$ cat src/rtl/core/drtu_pkg.sv
// ----------------------------------------------------------------------------
// drtu_pkg
// Shared types and constants of the duration round and truncate unit.
// ----------------------------------------------------------------------------
`timescale 1ns / 1ps
`default_nettype none
package drtu_pkg;

   localparam int unsigned DataWidth = 64;
   localparam int unsigned CellCount = DataWidth;

   localparam logic [2:0] OP_TRUNCATE = 3'd0;
   localparam logic [2:0] OP_ROUND    = 3'd1;
   localparam logic [2:0] OP_ABS      = 3'd2;
   localparam logic [2:0] OP_TO_US    = 3'd3;
   localparam logic [2:0] OP_TO_MS    = 3'd4;

   localparam logic [DataWidth-1:0] US_DIVISOR = 64'd1000;
   localparam logic [DataWidth-1:0] MS_DIVISOR = 64'd1000000;
   localparam logic [DataWidth-1:0] I64_MAX    = {1'b0, {(DataWidth-1){1'b1}}};
   localparam logic [DataWidth-1:0] I64_MIN    = {1'b1, {(DataWidth-1){1'b0}}};

   typedef enum logic [2:0] {
      KIND_PASS  = 3'd0,
      KIND_TRUNC = 3'd1,
      KIND_ROUND = 3'd2,
      KIND_ABS   = 3'd3,
      KIND_CONV  = 3'd4
   } drtu_kind_type;

   typedef struct packed {
      drtu_kind_type        kind;
      logic                 neg;
      logic [DataWidth-1:0] value;
      logic [DataWidth-1:0] multiple;
      logic [DataWidth-1:0] divisor;
      logic [DataWidth-1:0] rem;
      logic [DataWidth-1:0] aq;
   } drtu_stage_type;

endpackage
`default_nettype wire

$ cat src/rtl/core/drtu_cell.sv
// ----------------------------------------------------------------------------
// drtu_cell
// One restoring division step: yields one quotient bit per item.
// ----------------------------------------------------------------------------
`timescale 1ns / 1ps
`default_nettype none
module drtu_cell import drtu_pkg::*; (
   input  wire logic     clock,
   input  wire logic     reset,
   input  wire logic     in_valid,
   output logic          in_ready,
   input  drtu_stage_type in_data,
   output logic          out_valid,
   input  wire logic     out_ready,
   output drtu_stage_type out_data
);

   logic           valid_ff;
   drtu_stage_type data_ff, data_in;
   logic [DataWidth:0] shifted;
   logic [DataWidth:0] diff;

   assign in_ready  = !valid_ff || out_ready;
   assign out_valid = valid_ff;
   assign out_data  = data_ff;

   always_comb begin
      shifted = {in_data.rem, in_data.aq[DataWidth-1]};
      diff    = shifted - {1'b0, in_data.divisor};
      data_in = in_data;
      if (!diff[DataWidth]) begin
         data_in.rem = diff[DataWidth-1:0];
         data_in.aq  = {in_data.aq[DataWidth-2:0], 1'b1};
      end else begin
         data_in.rem = shifted[DataWidth-1:0];
         data_in.aq  = {in_data.aq[DataWidth-2:0], 1'b0};
      end
   end

   always_ff @(posedge clock) begin
      if (reset) begin
         valid_ff <= 1'b0;
      end else if (in_ready) begin
         valid_ff <= in_valid;
      end
   end

   always_ff @(posedge clock) begin
      if (in_ready && in_valid) begin
         data_ff <= data_in;
      end
   end

endmodule
`default_nettype wire

$ cat config.mk
export PLATFORM = sky130hd
export DESIGN_NAME = drtu_cell
export DESIGN_NICKNAME = d
export VERILOG_FILES = /design/src/rtl/core/drtu_pkg.sv /design/src/rtl/core/drtu_cell.sv
export SDC_FILE = /design/constraint.sdc
export NUM_CORES = 1
export LEC_CHECK = 0
export BUFFER_PORTS_ARGS = -buffer_cell sky130_fd_sc_hd__buf_2
export CAP_MARGIN = 0
export CORE_AREA = 2 2 256 258
export CTS_CLUSTER_DIAMETER = 100
export DETAILED_ROUTE_END_ITERATION = 6
export DIE_AREA = 0 0 258 260
export PLACE_DENSITY = 0.47
export RECOVER_POWER = 25
export SETUP_SLACK_MARGIN = 0.15
export SYNTH_ARGS = -nofsm -noshare
export SYNTH_HDL_FRONTEND = slang
export SYNTH_SLANG_ARGS = --single-unit
$ cat constraint.sdc
create_clock -name clock -period 24.3 [get_ports clock]
set_input_delay 4.86 -clock clock [delete_from_list [all_inputs] [get_ports clock]]
set_output_delay 4.86 -clock clock [all_outputs]
set_load 0.005 [all_outputs]
Word-level counts from Yosys, hierarchy flattened:

Index checks and enable logic that the tools add are counted.

* flip-flop bits (word level): 325
* bits in latches: 0
* RAM bits: 0
* bits in read-only memories: 0
* output and inout bits: 326
* word-level logic and storage cells: 13
* memories: 0

* add/sub/neg operators: 1
* multipliers: 0
* div/mod/pow operators: 0
* $lt $le $gt $ge: 0
* equality and inequality tests: 0
* shift operators: 0
* muxes and demuxes: 1
* bitwise logic cells: 0
* reduce and logical (&&, ||, !) cells: 3

Operators by type and width (count)
* 2-to-1 mux 128 bit: 1
* subtractor 65 x 64 -> 65 bit: 1
* logical AND 1 bit: 1
* logical NOT 1 bit: 1
* logical OR 1 bit: 1

Depth between registers and ports, before layout:

Gate-level depths: netlist of run 1.

* depth in word-level cells: 3
* depth in mapped cells: 15
* depth with buffers taken out: 14

Worst setup path after synthesis of run 1:

No wires, ideal clock.

* path kind: input port to flip-flop
* start: in out_ready
* end: reg data_ff (netlist bit out_data[0]) (enable)
* arrival: 12374 ps
* required time: 23572 ps
* setup slack: 11198 ps
* cell stages on the path: 2
* path through: nand2b_1 -> and2_1

* word-level cells in the longest chain between the ends: 2

RTL lines
* from (decl): line drtu_cell.sv:14 `input wire logic out_ready,`
* logical OR 1 bit: line drtu_cell.sv:23 `assign in_ready = !valid_ff || out_ready;`
* logical AND 1 bit: line drtu_cell.sv:49 `if (in_ready && in_valid) begin`
* to (signal assigned): line drtu_cell.sv:50 `data_ff <= data_in;`
* to (decl): line drtu_cell.sv:19 `drtu_stage_type data_ff, data_in;`

No other way between the ends.
A chain may end at the register's enable or synchronous reset.

Worst setup path in the final report of run 1:

* start: in out_ready
* end: out in_ready

* word-level cells in the longest chain between the ends: 1

RTL lines
* logical OR 1 bit: line drtu_cell.sv:23
* to (decl): line drtu_cell.sv:11 `output logic in_ready,`

No other way between the ends.

==> metrics.txt, run 1 <==
chip width 258 microns; final worst setup slack 14080 ps; Inst Count DP 2520; Syn Nets 1438; Buf/Inv on CP 2; buffer levels on the longest clock path 3; Final Cell Area 20500 sq um; RSZ-0062 raised after global routing no; vias per cell 4.41; most frequent cells in the layout 607 x buf_2, 324 x edfxtp_1, 82 x inv_1; Synth area leader edfxtp_1; Detailed Route Iter0 Violations 934; filler-free cell count of the finished design 2603; CTS clk-pin slew, worst paths 60 ps; GRT Overall Usage 17.7%; Syn-to-layout area delta 37.1%; Synth area leaders edfxtp_1 65%, mux2_4 5.9%, ha_1 5.4%, a21oi_1 2.7%, inv_1 2.1%; DIE HEIGHT 260 microns; layout cell share with drive strength beyond 1 43.2%; ANT nets after route 0; cts repair resizes 0; Clock Latency Late Sink 570 ps; CTS Hold Buffers Added 0; Setup Viol. Count Final 0; slowest CP cell nand2b_1; CTS tree built; Seq/Total Area, Yosys 65.3%; Ports 654; Gate Count Post-Synth 1045; Max Cap Viol 0; CTS sink count 325; Crit. End Element output pin; maximum vdd drop 0.0000473 V; Worst Hold Class reg2reg; critical path data arrival time 5360 ps; Post-Route WL 62200 microns; flops & latches, synth 325; leading cell type in the layout, fill and taps excluded buf_2; Cell Pwr Density 77.9 nW/um^2; GRT Residual Overflow 0; minimum clock period 10220 ps; detailed-placement wirelength estimate 50700 microns; vias in the first global route 11777; NumNets Final 2103; Die Area 67100 sq um; critical path class in2out; status finished, final reports clean; setup TNS 0 ps; top cell type's share of synthesized area 65.2%; max-slew violations 0; Cell variety after synth 60; Cell Rows 93; CTS Buf Count 43; critical path depth in cells 3; clock root buffer clkbuf_16; Yosys warning total 0; final hold slack 662 ps; ys flop type edfxtp_1; cell mode on critical path buf_2; Cell Area, Placed 19100 sq um; clk_skew 17.2 ps; Initial Utilization 23.3%; Mean Syn Cell Area 14.3 sq um; Tcrit/Tclk final 42.0%; worst-margin pin slew 1060 ps; synthesized area 14900 sq um; Post-CTS Repair Setup Buffers 0; global-route wire length before repair 84900 microns; largest net degree at the start of global routing 81; worst-path fanout max 3; core area 64100 sq um; ys async rst share 0%; vias 11477; number of remaining DRC errors 0; required time worst endpoint 19440 ps; Final Hold Vio Count 0; EDFF count, synth 324; Worst path max stage delay 220 ps; CP cell instances buf_2 -> nand2b_1 -> buf_2; worst slack, placed 14100 ps; initial antenna violation count 32; relative max-transition margin 29.4%; crit path launch type input port; hold path cells 2; R2R depth 4; wire per inst 23.9 microns; P_leak 0.00881 uW; Top delay family on crit path buffers and inverters; 1st-pass router iterations 5; Fmax 97.9 MHz; GP Congestion 0.853; Port Buffers 653; filler instances 6612; H-tree depth 2
## worst min-delay path, cell delays in order, from the launching register on
cell,delay (ps)
dfxtp_1,330
nand2b_1,190
a21oi_1,100
## final timing paths
kind / slack (ps) / end / from
setup / recovery: 14080 / in_ready / out_ready
hold / removal: 660 / out_valid / out_valid
setup reg to reg: 20940 / out_data[75] / out_valid
hold reg to reg: 660 / out_valid / out_valid
## cells by family (layout without fill, tap and decap cells)
logic type,count (synthesis),after routing,share of synthesized area (%)
adders and majority gates,65,65,5.50
muxes,65,65,6.36
DFF,325,325,65.3
and+or+nand+nor,175,175,5.82
other,0,7,0
buffers and inverters,122,818,3.45
AOI/OAI and AO/OA,233,233,10.0
xor gates and xnor gates,60,60,3.52
## routing by layer
metal / wire, microns / GRT usage [%] / vias up
li1: - / - / 5296
met2: 32400 / 32.5 / 467
met1: 22900 / 19.1 / 5596
met5: 116 / 0 / -
met4: 1430 / 4.87 / 20
met3: 5410 / 6.31 / 98
## sequential cells by signal, summed over array words and instances, names as in the netlist
signal	cells
out_valid	1
out_data	324
## through the flow
stage	util (%)	power, uW
final	31.9	1590
after global routing	31.9	1660
after CTS	32.0	1620
after detailed placement	29.8	974
after global placement	29.8	973
after floorplan	-	857
## Yosys cell counts (5+ instances only)
master	n
edfxtp_1	324
o21ai_0	39
xor2_1	26
buf_6	6
mux2_4	59
o21bai_1	10
a21o_1	31
a21oi_1	80
o21a_1	6
a211oi_1	11
nand4_1	19
clkbuf_1	23
and3_1	9
nor2_1	29
nor2b_1	7
nand2_1	55
xnor2_1	34
a31oi_1	13
nor3_1	15
buf_2	10
inv_1	82
ha_1	64
nand3_1	15
nand2b_1	6
o211ai_1	5
## cell type report
class / instances / area (sq um) / share of cell area [%]
diodes: 7 / 17.5 / 0.0856
clock buffers: 47 / 1090 / 5.33
clock inverters: 29 / 300 / 1.47
inverters: 83 / 314 / 1.54
multi-input cells: 598 / 4660 / 22.8
flip-flops and latches: 325 / 9750 / 47.7
well taps: 855 / 1070 / 5.23
repair buffers: 659 / 3260 / 15.9
## power breakdown
part	internal [uW]	switching, uW
sequential	671	10.3
combinational	123	152
clock	370	267
Power figures use the tool's default switching activity.
==> inputs of run 2 (changes only) <==
--- a/config.mk
+++ b/config.mk
@@ -5,13 +5,14 @@
 export SDC_FILE = /design/constraint.sdc
 export NUM_CORES = 1
 export LEC_CHECK = 0
+export ABC_AREA = 1
 export BUFFER_PORTS_ARGS = -buffer_cell sky130_fd_sc_hd__buf_2
 export CAP_MARGIN = 0
-export CORE_AREA = 2 2 256 258
+export CORE_AREA = 2 2 257 259
 export CTS_CLUSTER_DIAMETER = 100
 export DETAILED_ROUTE_END_ITERATION = 6
-export DIE_AREA = 0 0 258 260
-export PLACE_DENSITY = 0.47
+export DIE_AREA = 0 0 259 261
+export PLACE_DENSITY = 0.5
 export RECOVER_POWER = 25
 export SETUP_SLACK_MARGIN = 0.15
 export SYNTH_ARGS = -nofsm -noshare
==> constraint.sdc (replaced) <==
create_clock -name clock -period 10.51 [get_ports clock]
set_input_delay 2.102 -clock clock [delete_from_list [all_inputs] [get_ports clock]]
set_output_delay 2.102 -clock clock [all_outputs]
set_load 0.005 [all_outputs]
==> run 2 against run 1 <==
Compared with the run above: register-to-register slack got worse by 14000 ps; combinational power rose by 150%; die area up 0.77%; highest routed layer unchanged; critical endpoint unchanged; synthesized area rose by 14%; routed wire length rose by 30%; critical path depth increased by 1; cell count is 35% higher; largest cell class unchanged.
==> metrics.txt, run 2 <==
top-count cell post-synth nand2_1; NumNets Final 3018; part of the power in the clock network 38.9%; final worst setup slack 5830 ps; synthesized area 17000 sq um; wire per inst 22.9 microns; setup TNS 0 ps; Port Buffers 653; met3 usage 4.46%; vias in the first global route 15602; Cell Pwr Density 164 nW/um^2; Synth area leaders edfxtp_1 57%, nand2_1 18%, inv_1 8.6%, ha_1 4.7%, nor2_1 2.3%; Clock Latency Late Sink 580 ps; ys async rst share 0%; H-tree depth 2; status finished, final reports clean; Fmax 214 MHz; detailed-placement wirelength estimate 68300 microns; vias 15370; worst-margin pin slew 1030 ps; 1st-pass router iterations 6; worst-path fanout max 2; Final Hold Vio Count 0; chip width 259 microns; maximum vdd drop 0.0000931 V; met2 usage 42.8%; critical path class in2out; leading cell type in the layout, fill and taps excluded nand2_1; Ports 654; sequential share of power 42.5%; CTS Buf Count 41; ys flop type edfxtp_1; CTS tree built; critical path data arrival time 2580 ps; sw frac 29.5%; Syn-to-layout area delta 32.8%; number of remaining DRC errors 0; max-slew violations 0; crit path launch type input port; minimum clock period 4680 ps; clock root buffer clkbuf_16; Seq/Total Area, Yosys 57.3%; required time worst endpoint 8410 ps; Gate Count Post-Synth 1938; core area 65000 sq um; relative max-transition margin 31.2%; Synth area leader edfxtp_1; CTS Hold Buffers Added 0; ANT nets after route 0; DIE HEIGHT 261 microns; Comb pwr share 18.6%; Setup Viol. Count Final 0; top cell type's share of synthesized area 57.2%; Power Internal 2620 uW; Max Cap Viol 0; Detailed Route Iter0 Violations 1032; global-route wire length before repair 111000 microns; cts repair resizes 0; CTS clk-pin slew, worst paths 60 ps; M1 GR Usage 26.5%; P_leak 0.0116 uW; GRT Residual Overflow 0; Syn Nets 2331; flops & latches, synth 325; Crit. End Element output pin; Post-synth top cells 794 x nand2_1, 391 x inv_1, 324 x edfxtp_1, 102 x nor2_1, 68 x nand3_1; Tcrit/Tclk final 44.5%; gr busiest metal met2; Worst Hold Class reg2reg; CTS sink count 325; Die Area 67600 sq um; Yosys warning total 0; Initial Utilization 26.2%; GP Congestion 0.960; EDFF count, synth 324; clk_skew 10.3 ps; Largest register FFs 324; Cell Rows 94; Post-CTS Repair Setup Buffers 0; worst slack, placed 5320 ps; Mean Syn Cell Area 8.78 sq um; total power draw 3710 uW; layout cell share with drive strength beyond 1 27.3%; switching power 1090 uW; RSZ-0062 raised after global routing no; largest net degree at the start of global routing 162; initial antenna violation count 17; buffer levels on the longest clock path 3; Post-Route WL 80900 microns; Cell variety after synth 32; vias per cell 4.36; GRT Overall Usage 23.1%; most frequent cells in the layout 794 x nand2_1, 613 x buf_2, 391 x inv_1
## run 2: worst max-delay path, cell delays in order
cell,delay [ps]
buf_2,90
inv_1,100
nand2_1,120
buf_2,160
## run 2: cell type report
cell class | instances | area, sq um
Timing Repair Buffer | 657 | 3260
Sequential cell | 325 | 9750
Inverter | 396 | 1490
Clock buffer | 48 | 1070
Tap cell | 864 | 1080
Fill cell | 6920 | 42400
Antenna cell | 6 | 15.0
Clock inverter | 26 | 279
Multi-Input combinational cell | 1204 | 5650
## run 2: metal layers
metal	wire length, microns	vias up
met2	41700	494
met1	31600	7301
met3	4460	118
met4	3040	14
met5	90	-
li1	-	7443
## run 2: worst paths after layout
kind / startpoint / end / slack, ps / cells after the start
max: out_ready / in_ready / 5830 / 4
min: out_valid / out_valid / 600 / 2
max reg2reg: out_valid / out_data[70] / 7340 / 3
min reg2reg: out_valid / out_valid / 600 / 2
## run 2: cells by family after synthesis
family                   after synthesis  share of synthesized area (%)
adder cells (fa/ha/maj)               65                           4.82
AO/OA/AOI/OAI                         66                           2.06
flip-flops                           325                           57.3
XOR/XNOR                              31                           1.60
AND/OR/NAND/NOR                     1042                           24.7
buffers and inverters                409                           9.55
## run 2: through the flow
step	utilization, %	cells	area, sq um	hold slack [ps]
6_report	34.7	3526	22600	601
5_1_grt	34.7	3520	22600	642
4_1_cts	34.8	3520	22600	627
3_5_place_dp	32.7	3446	21300	618
3_3_place_gp	32.7	3446	21300	598
2_1_floorplan	-	1938	17000	542
## run 2: power by group through the flow
stage	clock network, uW	logic (uW)	registers, uW
after floorplan	0	350	1620
after global placement	0	701	1610
after detailed placement	0	703	1610
after CTS	1490	706	1580
after global routing	1520	766	1590
final	1440	689	1580
==> inputs of run 3 (changes only) <==
--- a/config.mk
+++ b/config.mk
@@ -5,14 +5,14 @@
 export SDC_FILE = /design/constraint.sdc
 export NUM_CORES = 1
 export LEC_CHECK = 0
-export ABC_AREA = 1
+export ABC_AREA = 0
 export BUFFER_PORTS_ARGS = -buffer_cell sky130_fd_sc_hd__buf_2
 export CAP_MARGIN = 0
-export CORE_AREA = 2 2 257 259
+export CORE_AREA = 2 2 254 256
 export CTS_CLUSTER_DIAMETER = 100
 export DETAILED_ROUTE_END_ITERATION = 6
-export DIE_AREA = 0 0 259 261
-export PLACE_DENSITY = 0.5
+export DIE_AREA = 0 0 256 258
+export PLACE_DENSITY = 0.49
 export RECOVER_POWER = 25
 export SETUP_SLACK_MARGIN = 0.15
 export SYNTH_ARGS = -nofsm -noshare
==> constraint.sdc (replaced) <==
create_clock -name clock -period 4.2 [get_ports clock]
set_input_delay 0.84 -clock clock [delete_from_list [all_inputs] [get_ports clock]]
set_output_delay 0.84 -clock clock [all_outputs]
set_load 0.005 [all_outputs]
==> run 3 against run 2 <==
Compared with the run above: clock power is 150% higher; cell count is 23% lower; sequential power is 150% higher; core utilization is 1.3 points lower; combinational power rose to 2.6 times the previous value; cell area is 5.7% lower; first-iteration DRC count is 16% lower; count of clock-buffer cells in the layout fell by 2; largest power group unchanged; sequential share of layout area grew 2.6 points; routed wire length fell by 23%.
==> metrics.txt, run 3 (same netlist as run 1, synthesis figures left out) <==
status finished, final reports clean; 1st-pass router iterations 5; GRT Overall Usage 18.3%; Comb pwr share 18.9%; max-slew violations 0; Worst Setup SP in_data[164]; filler instances 6530; number of remaining DRC errors 0; Worst Hold Class in2reg; Clock Latency Late Sink 550 ps; Post-CTS Repair Setup Buffers 0; RSZ-0062 raised after global routing no; NumNets Final 2205; setup TNS 0 ps; slowest CP cell a221oi_4; required time worst endpoint 4500 ps; Detailed Route Iter0 Violations 872; sequential share of power 42.4%; Post-Route WL 62600 microns; CTS Hold Buffers Added 0; R2R depth 3; maximum vdd drop 0.000251 V; chip width 256 microns; vias per cell 4.43; Worst path max stage delay 320 ps; detailed-placement wirelength estimate 51500 microns; critical path class in2reg; Largest register FFs 324; Final Hold Vio Count 0; clk_skew 6.50 ps; crit path launch type input port; largest net degree at the start of global routing 103; clock root buffer clkbuf_16; wire per inst 23.2 microns; Initial Utilization 23.4%; Die Area 66000 sq um; CTS clk-pin slew, worst paths 60 ps; core area 63600 sq um; leading cell type in the layout, fill and taps excluded buf_2; Min-Delay Endpoint out_valid; Tcrit/Tclk final 92.3%; H-tree depth 2; worst-margin pin slew 767 ps; total power draw 9300 uW; Setup Viol. Count Final 0; Port Buffers 653; initial antenna violation count 22; cts repair resizes 0; Max Cap Viol 0; reg-to-reg slack, setup 2400 ps; CTS sink count 325; Worst Hold Launch reset; layout cell share with drive strength beyond 1 46.4%; CTS tree built; hold path cells 2; ANT nets after route 0; Syn-to-layout area delta 42.7%; Reg2Reg Capture Point out_data[58]; buffer levels on the longest clock path 3; switching power 2470 uW; final worst setup slack 323 ps; vias 11969; critical path data arrival time 4180 ps; final hold slack 437 ps; global-route wire length before repair 87800 microns; Cell Pwr Density 437 nW/um^2; part of the power in the clock network 38.7%; CTS Buf Count 41; Power Internal 6830 uW; minimum clock period 3880 ps; relative max-transition margin 48.1%; sw frac 26.6%; P_leak 0.00932 uW; CP cell instances buf_2 -> inv_1 -> ha_1 -> nand2_1 -> nor4_2 -> buf_4 -> nand3_1 -> a221oi_4 -> a211oi_1 -> buf_4 -> o41ai_2 -> buf_4 -> a221oi_2 -> buf_4 -> o31ai_2 -> buf_4 -> xor2_1 -> mux2_2; GP Congestion 0.910; DIE HEIGHT 258 microns; reg2reg start out_valid; vias in the first global route 12213; Crit. End Element flip-flop; most frequent cells in the layout 602 x buf_2, 324 x edfxtp_1, 104 x buf_4; worst slack, placed -363 ps; worst-path fanout max 3; Cell Rows 93; GRT Residual Overflow 0; cell mode on critical path buf_4; Ports 654; Final Core Density 33.5%; Fmax 258 MHz
-- run 3: worst max-delay path: cells and delay by family --
family / cells / cell delay, ps
compound gates: 5 / 1040
xor+xnor: 1 / 50
simple gates: 3 / 630
fa+ha+maj: 1 / 310
mux: 1 / 260
buf+inv: 7 / 1050
-- run 3: power groups by stage --
stage | combinational (uW) | clock [uW] | sequential (uW)
final | 1760 | 3600 | 3940
after CTS | 1800 | 3730 | 3940
after global routing | 1920 | 3840 | 3960
after global placement | 1790 | 0 | 4010
after floorplan | 864 | 0 | 4050
after detailed placement | 1790 | 0 | 4010
-- run 3: how the worst max path moves through the flow --
stage / to / slack, ps / cells past startpoint
2_1_floorplan: out_data[100] / 350 / 15
3_3_place_gp: out_data[127] / -390 / 18
3_5_place_dp: out_data[127] / -360 / 18
4_1_cts: out_data[127] / 220 / 18
5_1_grt: out_data[127] / 150 / 18
6_report: out_data[127] / 320 / 18
-- run 3: metrics by stage --
step           area [sq um]  instances
2_1_floorplan         14900       1045
3_3_place_gp          20000       2624
3_5_place_dp          20000       2624
4_1_cts               21300       2696
5_1_grt               21300       2698
6_report              21300       2701
-- run 3: final cells by class --
| class | count | area (sq um) | share of cell area, % |
|---|---|---|---|
| inverters | 83 | 314 | 1.47 |
| diodes | 5 | 12.5 | 0.0587 |
| clock buffers | 46 | 1040 | 4.90 |
| repair buffers | 763 | 4110 | 19.3 |
| multi-input cells | 598 | 4710 | 22.1 |
| clock inverters | 26 | 298 | 1.40 |
| flip-flops and latches | 325 | 9750 | 45.8 |
| well taps | 855 | 1070 | 5.02 |
-- run 3: routing by layer --
layer / routed length, microns / vias to the layer above / part of all wire [%] / global-route usage, %
li1: - / 5484 / - / -
met5: 137 / - / 0.22 / 0
met2: 32300 / 478 / 52 / 33.5
met4: 1980 / 20 / 3.2 / 5.69
met3: 4320 / 112 / 6.9 / 5.35
met1: 23800 / 5875 / 38 / 20.4
