[config.mk]
export PLATFORM = sky130hd
export DESIGN_NAME = drtu_pre
export DESIGN_NICKNAME = d
export VERILOG_FILES = /design/src/rtl/core/drtu_pkg.sv /design/src/rtl/core/drtu_pre.sv
export SDC_FILE = /design/constraint.sdc
export NUM_CORES = 1
export LEC_CHECK = 0
export ABC_AREA = 0
export BUFFER_PORTS_ARGS = -buffer_cell sky130_fd_sc_hd__buf_2
export CORE_AREA = 2 2 180 182
export DETAILED_ROUTE_END_ITERATION = 7
export DIE_AREA = 0 0 182 184
export GPL_TIMING_DRIVEN = 0
export PLACE_DENSITY = 0.62
export SYNTH_ARGS = -nofsm -noshare
export SYNTH_HDL_FRONTEND = slang
export SYNTH_SLANG_ARGS = --single-unit
[constraint.sdc]
create_clock -name clock -period 9.65 [get_ports clock]
set_input_delay 0.965 -clock clock [delete_from_list [all_inputs] [get_ports clock]]
set_output_delay 0.965 -clock clock [all_outputs]
set_load 0.05 [all_outputs]
[src/rtl/core/drtu_pkg.sv]
// ----------------------------------------------------------------------------
// drtu_pkg
// Shared types and constants of the duration round and truncate unit.
// ----------------------------------------------------------------------------
`timescale 1ns / 1ps
`default_nettype none
package drtu_pkg;

   localparam int unsigned DataWidth = 64;
   localparam int unsigned CellCount = DataWidth;

   localparam logic [2:0] OP_TRUNCATE = 3'd0;
   localparam logic [2:0] OP_ROUND    = 3'd1;
   localparam logic [2:0] OP_ABS      = 3'd2;
   localparam logic [2:0] OP_TO_US    = 3'd3;
   localparam logic [2:0] OP_TO_MS    = 3'd4;

   localparam logic [DataWidth-1:0] US_DIVISOR = 64'd1000;
   localparam logic [DataWidth-1:0] MS_DIVISOR = 64'd1000000;
   localparam logic [DataWidth-1:0] I64_MAX    = {1'b0, {(DataWidth-1){1'b1}}};
   localparam logic [DataWidth-1:0] I64_MIN    = {1'b1, {(DataWidth-1){1'b0}}};

   typedef enum logic [2:0] {
      KIND_PASS  = 3'd0,
      KIND_TRUNC = 3'd1,
      KIND_ROUND = 3'd2,
      KIND_ABS   = 3'd3,
      KIND_CONV  = 3'd4
   } drtu_kind_type;

   typedef struct packed {
      drtu_kind_type        kind;
      logic                 neg;
      logic [DataWidth-1:0] value;
      logic [DataWidth-1:0] multiple;
      logic [DataWidth-1:0] divisor;
      logic [DataWidth-1:0] rem;
      logic [DataWidth-1:0] aq;
   } drtu_stage_type;

endpackage
`default_nettype wire

[src/rtl/core/drtu_pre.sv]
// ----------------------------------------------------------------------------
// drtu_pre
// Entry stage: decodes the operation, takes magnitudes, picks the divisor.
// ----------------------------------------------------------------------------
`timescale 1ns / 1ps
`default_nettype none
module drtu_pre import drtu_pkg::*; (
   input  wire logic                 clock,
   input  wire logic                 reset,
   input  wire logic                 in_valid,
   output logic                      in_ready,
   input  wire logic [2:0]           in_operation,
   input  wire logic [DataWidth-1:0] in_value,
   input  wire logic [DataWidth-1:0] in_multiple,
   output logic                      out_valid,
   input  wire logic                 out_ready,
   output drtu_stage_type            out_data
);

   logic           valid_ff;
   drtu_stage_type data_ff, data_in;
   logic           neg;
   logic           mult_pos;
   logic [DataWidth-1:0] mag;

   assign in_ready  = !valid_ff || out_ready;
   assign out_valid = valid_ff;
   assign out_data  = data_ff;

   always_comb begin
      neg      = in_value[DataWidth-1];
      mag      = neg ? (~in_value + 1'b1) : in_value;
      mult_pos = !in_multiple[DataWidth-1] && (in_multiple != '0);
      data_in          = '0;
      data_in.kind     = KIND_PASS;
      data_in.neg      = neg;
      data_in.value    = in_value;
      data_in.multiple = in_multiple;
      data_in.divisor  = {{(DataWidth-1){1'b0}}, 1'b1};
      data_in.aq       = mag;
      case (in_operation)
         OP_TRUNCATE: begin
            if (mult_pos) begin
               data_in.kind    = KIND_TRUNC;
               data_in.divisor = in_multiple;
            end
         end
         OP_ROUND: begin
            if (mult_pos) begin
               data_in.kind    = KIND_ROUND;
               data_in.divisor = in_multiple;
            end
         end
         OP_ABS: begin
            data_in.kind     = KIND_ABS;
            data_in.multiple = (in_value == I64_MIN) ? I64_MAX : mag;
         end
         OP_TO_US: begin
            data_in.kind    = KIND_CONV;
            data_in.divisor = US_DIVISOR;
         end
         OP_TO_MS: begin
            data_in.kind    = KIND_CONV;
            data_in.divisor = MS_DIVISOR;
         end
         default: data_in.kind = KIND_PASS;
      endcase
   end

   always_ff @(posedge clock) begin
      if (reset) begin
         valid_ff <= 1'b0;
      end else if (in_ready) begin
         valid_ff <= in_valid;
      end
   end

   always_ff @(posedge clock) begin
      if (in_ready && in_valid) begin
         data_ff <= data_in;
      end
   end

endmodule
`default_nettype wire

-- Yosys cells after proc, flatten, opt, wreduce, memory -nomap -nowiden
Cells that the tools add are included.
- $lt $le $gt $ge: 0
- divide/modulo/power cells: 0
- equal/unequal tests: 5
- shift operators: 0
- muxes and demuxes: 8
- reduce and logical (&&, ||, !) cells: 9
- multiply operators: 0
- bitwise logic cells: 1
- $add $sub $neg: 1
- operator list (kind ; count):
    64-bit two-way mux ; 4
    64-bit one-hot mux with 3 select lines ; 1
    64-bit by 1-bit adder with 64-bit output (second input constant) ; 1
    64-bit equality test (second input constant) ; 1
    64-bit NOT ; 1
    64-bit nonzero test ; 1
    3-bit one-hot mux with 4 select lines ; 1
    3-bit by 2-bit equality test with 1-bit output (second input constant) ; 2
    2-bit OR reduction ; 2
    3-bit by 1-bit equality test with 1-bit output (second input constant) ; 1
    3-bit equality test (second input constant) ; 1
    3-bit logical NOT ; 1
    1-bit logical AND ; 2
    1-bit logical NOT ; 2
    2-bit two-way mux ; 1
    1-bit logical OR ; 1
    1-bit two-way mux ; 1
- output and inout bits: 326
- bits in registers: 261
- memory bits (read-only): 0
- word-level logic and storage cells: 31
- bits of input ports: 135
- memory bits (writable): 0
- memories: 0
- bits in latches: 0

-- Depth between registers and ports, before layout
Gate-level depths: netlist of the first run.
- depth in word-level cells: 5
- gate-level depth with buffers: 11
- mapped depth without buffers: 8

-- Least setup slack after synthesis of the first run
Ideal clock, no wire load.
- kind: input-to-reg
- from: in out_ready
- to: reg data_ff, in the netlist out_data[10], enable pin
- cell stages on the path: 2
- path slack: 1.653 ns
- library setup time: 0.650 ns
- data required time: 9.000 ns
- path buffers: 0
- arrival time: 7.347 ns
- path through: nand2b_1 and2_1
- cells in the longest elaborated chain, start to end: 2
- ends and longest elaborated chain (element ; line ; RTL):
    start, declared ; drtu_pre.sv:16 ; input wire logic out_ready,
    1-bit logical OR ; drtu_pre.sv:26 ; assign in_ready = !valid_ff || out_ready;
    1-bit logical AND ; drtu_pre.sv:79 ; if (in_ready && in_valid) begin
    end signal, assigned ; drtu_pre.sv:80 ; data_ff <= data_in;
    end, declared ; drtu_pre.sv:21 ; drtu_stage_type data_ff, data_in;
Every way passes these cells.
A chain may end at the register's enable or synchronous reset.

==> metrics.yaml, run 1 <==
tns_ns: 0
portBuffers: 396
yosys_register_bits: 259
wl_um: 39790
fin_worst_skew_ns: 0.02166
finalNetCount: 1420
routabilityCongestion: 0.7955
cp_data_arrival_time_ns: 4.24
worst_pin_slew_ns: 1.522
period_share: 0.4071
fmax_mhz: 254.5
syn_inst: 790
h-tree-depth: 1
synth-async-reset-ratio: 0
synthFlopType: "edfxtp_1"
grt_overflow_total: 0
dp.final_hpwl_um: 30450
dieArea_um2: 33490
synth_area_leader_cell: "edfxtp_1"
final-max-slew-violation-count: 4
cts.repair.resized: 0
hold_viol_final: 0
final_layout_size_suffix_gt1_frac: 0.4020
crit_slowest_cell: "nor4_1"
post_cts_buffers: 0
critPathKind: "in -> reg"
cts_tree: "done"
yosys.area.top_type_share: 0.6859
path_buf_inv: 2
required_ns: 9.96
period_minus_slack_ns: 3.929
internal_power_uw: 2053
vias_per_cell: 5.108
cts.sinks: 259
worstPathCellList: "buf_2, or4_1, clkbuf_1, nor4_1, nand4_1, o31ai_1, xnor2_1, o22a_1"
wire_per_inst_um: 23.30
antenna_found_initial: 0
clk_latency_ns: 0.55
synth.top_cells.by_count: "258 x edfxtp_1, 69 x buf_4, 55 x xnor2_1"
synth.area.top_cells: "edfxtp_1 69%, buf_4 4.6%, xnor2_1 4.3%, o22a_1 3.8%, and2_1 2.9%"
ys_types: 42
syn_avg_cell_area_um2: 14.30
grt_max_degree: 63
start_util: 0.3598
p_clk_frac: 0.341
n_antenna_cell: 0
power_leakage_uw: 0.006052
synthesis.area_um2: 11300
max_stage_delay_ns: 1.22
power-per-cell-area_nw_per_um2: 200.7
worst_ir_drop_vdd_mv: 0.1230
rsz0062_at_grt: "no"
coreArea_um2: 31390
drc: 0
finalSetupViolCount: 0
num_vias: 8725
ys_seq_area_frac: 0.6876
drtIter0Drc: 754
dieWidth_um: 182
slew_headroom: -0.02421
finalInstanceArea_um2: 15000
ios: 461
seqPwrFrac: 0.448
place_area_um2: 14130
die_y_um: 184
ys_warn_count: 0
holdCritPathClass: "reg -> reg"
clk_pin_slew_ns: 0.06
maxCapViolations: 1
syn2layout_area_growth_pct: 32.82
grt_pass1_wl_um: 54860
synth_edf_count: 258
post-route-util: 0.4779
postRouteAntennaNets: 0
first_global_vias: 8411
grtUsageTotal: 0.2251
p_sw_frac: 0.3182
cts_buffer_depth: 3
path_max_fanout: 6
p_comb_frac: 0.211
num_rows: 65
outcome: "complete, but fails checks"
cp-end-kind: "register"
start_kind: "input port"
power_switching_uw: 958.4
failed_checks: "capacitance limit, slew limit"
cts_hold_buf: 0
numCtsBuffers: 28
drt_first_pass_iters: 5
synth_most_common_cell: "edfxtp_1"
critPathTopFamily: "simple AND/OR/NAND/NOR gates"
cts-root-buf: "clkbuf_16"
## cell usage in the layout, fill, tap and decap left out, types with 7 or more instances in the layout
cell       instances
buf_4             69
clkbuf_1          36
a21o_1             7
or3_1             13
o21ai_0           27
nor2_1            25
clkbuf_16         29
and2_1            51
conb_1            65
o41ai_1           10
o31ai_1           18
inv_1             11
or4_1             22
buf_2            399
nor3_1            17
nor4_1            26
o22a_1            49
edfxtp_1         258
xnor2_1           55
nand4_1            7
nand2_1           33
a21oi_1           12
## metal layers
layer | share of wire | GRT usage
met5 | 0 | 0
met4 | 0.028 | 0.07258
met3 | 0.084 | 0.04517
met2 | 0.49 | 0.3908
met1 | 0.40 | 0.2829
## worst min-delay path, delay by kind of cell, from the launching register on
family / cells / cell delay [ns]
AOI/OAI and AO/OA: 1 / 0.07
DFF: 1 / 0.31
and+or+nand+nor: 1 / 0.10
## power groups by stage
| stage | registers [µW] | logic (µW) | clock network, µW |
|---|---|---|---|
| 2_1_floorplan | 1650 | 182 | 0 |
| 3_3_place_gp | 1400 | 625 | 0 |
| 3_5_place_dp | 1370 | 636 | 0 |
| 4_1_cts | 1350 | 637 | 1050 |
| 5_1_grt | 1360 | 660 | 1090 |
| 6_report | 1350 | 635 | 1030 |
## stage by stage
step	hold WS (ns)	power [µW]	cells	worst slack, ns
global route	0.5567	3105	1708	5.748
finish	0.5181	3012	1708	5.721
CTS	0.5201	3037	1708	5.779
detailed placement	0.5114	2009	1656	5.196
global placement	0.4841	2020	1652	-0.4961
floorplan	1.034	1836	854	1.653
## worst paths after layout
| kind | cells past startpoint | slack [ns] | endpoint | from |
|---|---|---|---|---|
| worst max-delay path | 8 | 5.72 | out_data[238]$_DFFE_PP_ | in_value[39] |
| worst min register to register | 2 | 0.52 | out_valid$_SDFFE_PP0N_ | out_valid$_SDFFE_PP0N_ |
| worst min-delay path | 2 | 0.52 | out_valid$_SDFFE_PP0N_ | out_valid$_SDFFE_PP0N_ |
| worst max register to register | 4 | 7.64 | out_data[58]$_DFFE_PP_ | out_valid$_SDFFE_PP0N_ |
## area by class of cell
cell class                 count  area (µm²)
fill                        2904       16390
clock buffer                  37       755.7
clock inverter                15       113.9
multi-input combinational    482        3052
buffer                       102       678.2
sequential                   259        7767
timing repair buffer         400        2092
tap                          402       503.0
inverter                      11       41.29
## cell families (layout without fill, tap and decap cells)
kind of cell | count (synthesis) | after routing | share of synthesized area
adders and majority gates | 1 | 1 | 0.001107
buffers and inverters | 113 | 565 | 0.06369
AOI/OAI and AO/OA | 133 | 133 | 0.08573
DFF | 259 | 259 | 0.6876
xor gates and xnor gates | 61 | 61 | 0.04730
other | 1 | 65 | 0.0003320
and+or+nand+nor | 222 | 222 | 0.1142
## sequential cells by signal, indices dropped and copies added, names as in the netlist
name       cells
out_data     258
out_valid      1
(Power assumes the default switching activity.)
==> run 2, diff against run 1 <==
==> constraint.sdc (replaced) <==
create_clock -name clock -period 3.9 [get_ports clock]
set_input_delay 0.39 -clock clock [delete_from_list [all_inputs] [get_ports clock]]
set_output_delay 0.39 -clock clock [all_outputs]
set_load 0.05 [all_outputs]
==> run 2 against run 1 <==
Net effect: the flow now finishes without violations; global-route usage is 0.11 points higher; routed wire length is 1.1% lower; critical path depth stayed put; setup slack worse by 4.9 ns; cell count hardly changed; first-iteration DRC count is 5.0% lower; largest power group unchanged.
==> metrics.yaml, run 2 (synthesis results as in run 1) <==
outcome: "finished clean"
regArea_um2: 7767  # unchanged
critPathKind: "in -> reg"
layout_commonest_cell: "buf_2"
dieArea_um2: 33490  # unchanged
hold_ws_ns: 0.06184  # -0.4562 ns
post-route-util: 0.4788  # +0.0008770
postRouteAntennaNets: 0  # unchanged
worst_ir_drop_vdd_mv: 0.2819  # +130%
clk_latency_ns: 0.54  # about the same
worst_pin_slew_ns: 1.203  # -0.3189 ns
min_path_cells: 1  # -1
fmax_mhz: 320.2
power-per-cell-area_nw_per_um2: 502.6  # +150%
rr_startpoint: "out_valid$_SDFFE_PP0N_"
reg2reg_slack_ns: 1.59  # -6.05 ns
p_clk_frac: 0.351  # +0.010
cts_buffer_depth: 3  # unchanged
tns_ns: 0  # unchanged
die_y_um: 184  # unchanged
post_cts_buffers: 0  # unchanged
cts.sinks: 259  # unchanged
maxCapViolations: 0  # -1
syn2layout_area_growth_pct: 33.06
first_global_vias: 8351  # -0.71%
h-tree-depth: 1  # unchanged
p_comb_frac: 0.207  # -0.004
period_minus_slack_ns: 3.123
hold_end: "out_data[257]$_DFFE_PP_"
wire_per_inst_um: 23.02  # -1.2%
holdCritPathClass: "in -> reg"
cts-root-buf: "clkbuf_16"
rsz0062_at_grt: "no"
cts_tree: "done"
finalNetCount: 1421  # +0.070%
portBuffers: 396  # unchanged
fill_cells: 2913  # +0.31%
finalNonFillerCells: 1709  # +0.059%
cts.repair.resized: 0  # unchanged
numCtsBuffers: 29  # +3.6%
grt_pass1_wl_um: 55260  # +0.73%
r2r-end: "out_data[61]$_DFFE_PP_"
drc: 0  # unchanged
multiInputGateArea_um2: 3052  # unchanged
routabilityCongestion: 0.7956  # about the same
wl_um: 39350  # -1.1%
required_ns: 4.19  # -5.77 ns
period_share: 0.8008
final-max-slew-violation-count: 0  # -4
dp.final_hpwl_um: 30120  # -1.1%
place_inst: 1655  # -0.060%
path_max_fanout: 6  # unchanged
coreArea_um2: 31390  # unchanged
ios: 461  # unchanged
finalInstanceArea_um2: 15030  # +0.18%
layout_common_cells: "399 x buf_2, 258 x edfxtp_1, 69 x buf_4"
min_from: "in_value[1]"
internal_power_uw: 5214  # +150%
num_rows: 65  # unchanged
cp_data_arrival_time_ns: 3.41  # -0.83 ns
worst_r2r_path_depth: 4  # unchanged
place_area_um2: 14110  # -0.20%
clk_pin_slew_ns: 0.06  # about the same
drt_first_pass_iters: 5  # unchanged
cp-end-kind: "register"
hold_viol_final: 0  # unchanged
dieWidth_um: 182  # unchanged
start_util: 0.3598  # unchanged
grt_overflow_total: 0  # unchanged
grt_max_degree: 76  # +21%
num_vias: 8556  # -1.9%
slew_headroom: 0.1904  # +0.2146
start_kind: "input port"
power_leakage_uw: 0.006073  # +0.35%
fin_worst_skew_ns: 0.007600  # -0.01406 ns
antenna_found_initial: 1  # +1
final_layout_size_suffix_gt1_frac: 0.4031  # +0.001074
seqPwrFrac: 0.442  # -0.006
drtIter0Drc: 716  # -5.0%
cts_hold_buf: 1  # +1
power_switching_uw: 2340  # +140%
p_sw_frac: 0.3098  # -0.008464
finalSetupViolCount: 0  # unchanged
vias_per_cell: 5.006  # -2.0%
largest_reg_flops: 258  # unchanged
grtUsageTotal: 0.2263  # +0.001145
[run 2: worst max path at each step]
stage | start | endpoint | slack [ns] | cells after the start
after floorplan | out_valid$_SDFFE_PP0N_ | out_data[10]$_DFFE_PP_ | 0.58 | 2
after global placement | in_value[39] | out_data[238]$_DFFE_PP_ | 0.04 | 8
after detailed placement | in_value[39] | out_data[238]$_DFFE_PP_ | 0.02 | 8
after CTS | in_value[39] | out_data[238]$_DFFE_PP_ | 0.58 | 8
after global routing | in_value[39] | out_data[238]$_DFFE_PP_ | 0.52 | 8
final | in_value[39] | out_data[238]$_DFFE_PP_ | 0.78 | 8
[run 2: layer usage]
metal | global-route usage | wire (µm) | up-vias | share of wire
met5 | 0 | 0 | - | 0
met4 | 0.08290 | 1319 | 0 | 0.034
met3 | 0.04576 | 3426 | 68 | 0.087
met2 | 0.3834 | 18900 | 473 | 0.48
met1 | 0.2880 | 15710 | 4131 | 0.40
li1 | - | - | 3884 | -
[run 2: metrics by stage]
| stage | worst slack (ns) | power (µW) |
|---|---|---|
| global route | 0.5187 | 7791 |
| finish | 0.7769 | 7555 |
| floorplan | 0.5815 | 4512 |
| global placement | 0.04094 | 4953 |
| CTS | 0.5775 | 7615 |
| detailed placement | 0.01754 | 4964 |
[run 2: power by group through the flow]
stage               Sequential (µW)  Combinational, µW  Clock (µW)
finish                         3340               1560        2650
global route                   3360               1630        2800
CTS                            3340               1570        2700
detailed placement             3400               1560           0
global placement               3410               1540           0
floorplan                      4060                452           0
[run 2: cell type report]
| cell class | instances | share of cell area |
|---|---|---|
| tap | 402 | 0.03346 |
| clock buffer | 36 | 0.05069 |
| timing repair buffer | 400 | 0.1380 |
| multi-input combinational | 482 | 0.2030 |
| inverter | 11 | 0.002747 |
| buffer | 102 | 0.04512 |
| antenna | 2 | 0.0003330 |
| clock inverter | 15 | 0.009823 |
| sequential | 259 | 0.5168 |
[run 2: critical path, stage by stage]
cell and delay (ns):
buf_2 0.13, or4_1 0.51, clkbuf_1 0.17, nor4_1 0.99
nand4_1 0.51, o31ai_1 0.39, xnor2_1 0.14, o22a_1 0.17
==> run 3, diff against run 2 <==
==> constraint.sdc (replaced) <==
create_clock -name clock -period 3.1 [get_ports clock]
set_input_delay 0.31 -clock clock [delete_from_list [all_inputs] [get_ports clock]]
set_output_delay 0.31 -clock clock [all_outputs]
set_load 0.05 [all_outputs]
==> run 3 against run 2 <==
Net effect: setup slack got worse by 0.77 ns; critical path depth unchanged; clock power increased by 25%; clock skew about the same; highest routed layer unchanged.
==> metrics.yaml, run 3 (synthesis results as in run 1) <==
grt_pass1_wl_um: 56360  # +2.0%
power-per-cell-area_nw_per_um2: 620.6  # +23%
cts.sinks: 259  # unchanged
wire_per_inst_um: 23.24  # +0.95%
num_rows: 65  # unchanged
start_kind: "input port"
wl_um: 40280  # +2.4%
cp_data_arrival_time_ns: 3.37  # -0.04 ns
fill_cells: 2855  # -2.0%
h-tree-depth: 1  # unchanged
worst_ir_drop_vdd_mv: 0.4240  # +50%
clk_latency_ns: 0.54  # about the same
post-route-util: 0.4880  # +0.009167
period_share: 0.9970
routabilityCongestion: 0.7991  # +0.44%
grt_max_degree: 58  # -24%
grt_overflow_total: 0  # unchanged
grtUsageTotal: 0.2309  # +0.004638
num_vias: 8734  # +2.1%
fmax_mhz: 323.5
coreArea_um2: 31390  # unchanged
worstPathCellList: "buf_2, or4_1, clkbuf_1, nor4_1, nand4_1, o31ai_1, xnor2_1, o22a_1"
final-max-slew-violation-count: 0  # unchanged
clk_pin_slew_ns: 0.06  # about the same
portBuffers: 396  # unchanged
dp.final_hpwl_um: 30450  # +1.1%
antenna_found_initial: 0  # -1
period_minus_slack_ns: 3.091
drt_first_pass_iters: 5  # unchanged
crit_slowest_cell: "nor4_1"
required_ns: 3.38  # -0.81 ns
maxCapViolations: 0  # unchanged
start_util: 0.3598  # unchanged
layout_commonest_cell: "buf_2"
dieWidth_um: 182  # unchanged
final_layout_size_suffix_gt1_frac: 0.3967  # -0.006371
hold_viol_final: 0  # unchanged
outcome: "finished clean"
finalSetupViolCount: 0  # unchanged
ios: 461  # unchanged
n_antenna_cell: 0  # -2
dieArea_um2: 33490  # unchanged
path_max_fanout: 6  # unchanged
p_total_uw: 9506  # +26%
layout_common_cells: "399 x buf_2, 258 x edfxtp_1, 69 x buf_4"
max_stage_delay_ns: 0.75  # -0.24 ns
largest_reg_flops: 258  # unchanged
drtIter0Drc: 764  # +6.7%
drc: 0  # unchanged
power_leakage_uw: 0.006192  # +2.0%
cts_tree: "done"
die_y_um: 184  # unchanged
holdCritPathClass: "in -> reg"
cp-end-kind: "register"
syn2layout_area_growth_pct: 35.61
numCtsBuffers: 28  # -3.4%
fin_worst_skew_ns: 0.007946  # +0.0003465 ns
postRouteAntennaNets: 0  # unchanged
first_global_vias: 8609  # +3.1%
slew_headroom: 0.1885  # -0.001906
cts_buffer_depth: 3  # unchanged
critPathKind: "in -> reg"
cts-root-buf: "clkbuf_16"
finalNetCount: 1446  # +1.8%
finalInstanceArea_um2: 15320  # +1.9%
place_area_um2: 14140  # +0.25%
vias_per_cell: 5.040  # +0.67%
worst_pin_slew_ns: 1.215  # +0.01133 ns
## run 3: cell type report
| cell class | count | area, µm² | area share |
|---|---|---|---|
| sequential | 259 | 7767 | 0.5071 |
| buffer | 102 | 678.2 | 0.04427 |
| clock buffer | 40 | 787.0 | 0.05138 |
| tap | 402 | 503.0 | 0.03284 |
| clock inverter | 11 | 110.1 | 0.007188 |
| inverter | 11 | 41.29 | 0.002695 |
| multi-input combinational | 482 | 3079 | 0.2010 |
| timing repair buffer | 426 | 2352 | 0.1536 |
## run 3: final timing paths
check,to,slack (ns),start,cells after the start
max,out_data[253]$_DFFE_PP_,0.009,in_value[11],8
min,out_data[305]$_DFFE_PP_,0.03,in_value[49],1
max reg2reg,out_data[290]$_DFFE_PP_,0.99,out_valid$_SDFFE_PP0N_,4
min reg2reg,out_data[269]$_DFFE_PP_,1.07,out_valid$_SDFFE_PP0N_,2
## run 3: routing by layer
metal | global-route usage | vias to the layer above | share of wire
met3 | 0.05111 | 65 | 0.095
met4 | 0.07677 | 0 | 0.028
met5 | 0 | - | 0
li1 | - | 3939 | -
met1 | 0.2877 | 4215 | 0.39
met2 | 0.3989 | 515 | 0.49
## run 3: power breakdown
part / switching (µW) / internal (µW) / total, µW
sequential: 56.5 / 4150 / 4200
clock: 1370 / 1930 / 3300
combinational: 1540 / 464 / 2010
## run 3: worst max-delay path: cells and delay by family
kind                   cells  cell delay, ns
buffers and inverters      2            0.32
AND/OR/NAND/NOR            3            1.88
AO/OA/AOI/OAI              2            0.71
XOR/XNOR                   1            0.15
## run 3: metrics by stage
stage               hold WS, ns  worst slack [ns]  std cells    TNS, ns
global route            0.01542         -0.003998       1733  -0.003998
CTS                    0.001049           0.04973       1732          0
detailed placement       0.4684           -0.7538       1656     -19.37
floorplan                0.3791           0.05599        854          0
finish                  0.03082          0.009156       1733          0
global placement         0.4670           -0.7162       1652    -125.87
## run 3: timing repair
| item | in CTS | in global routing |
|---|---|---|
| setup endpoints to repair | 3 | 5 |
| hold buffers | 25 | 1 |
| endpoints found under the hold margin | 24 | 1 |
| resized for setup | 1 | 2 |
| setup buffers | 0 | 0 |
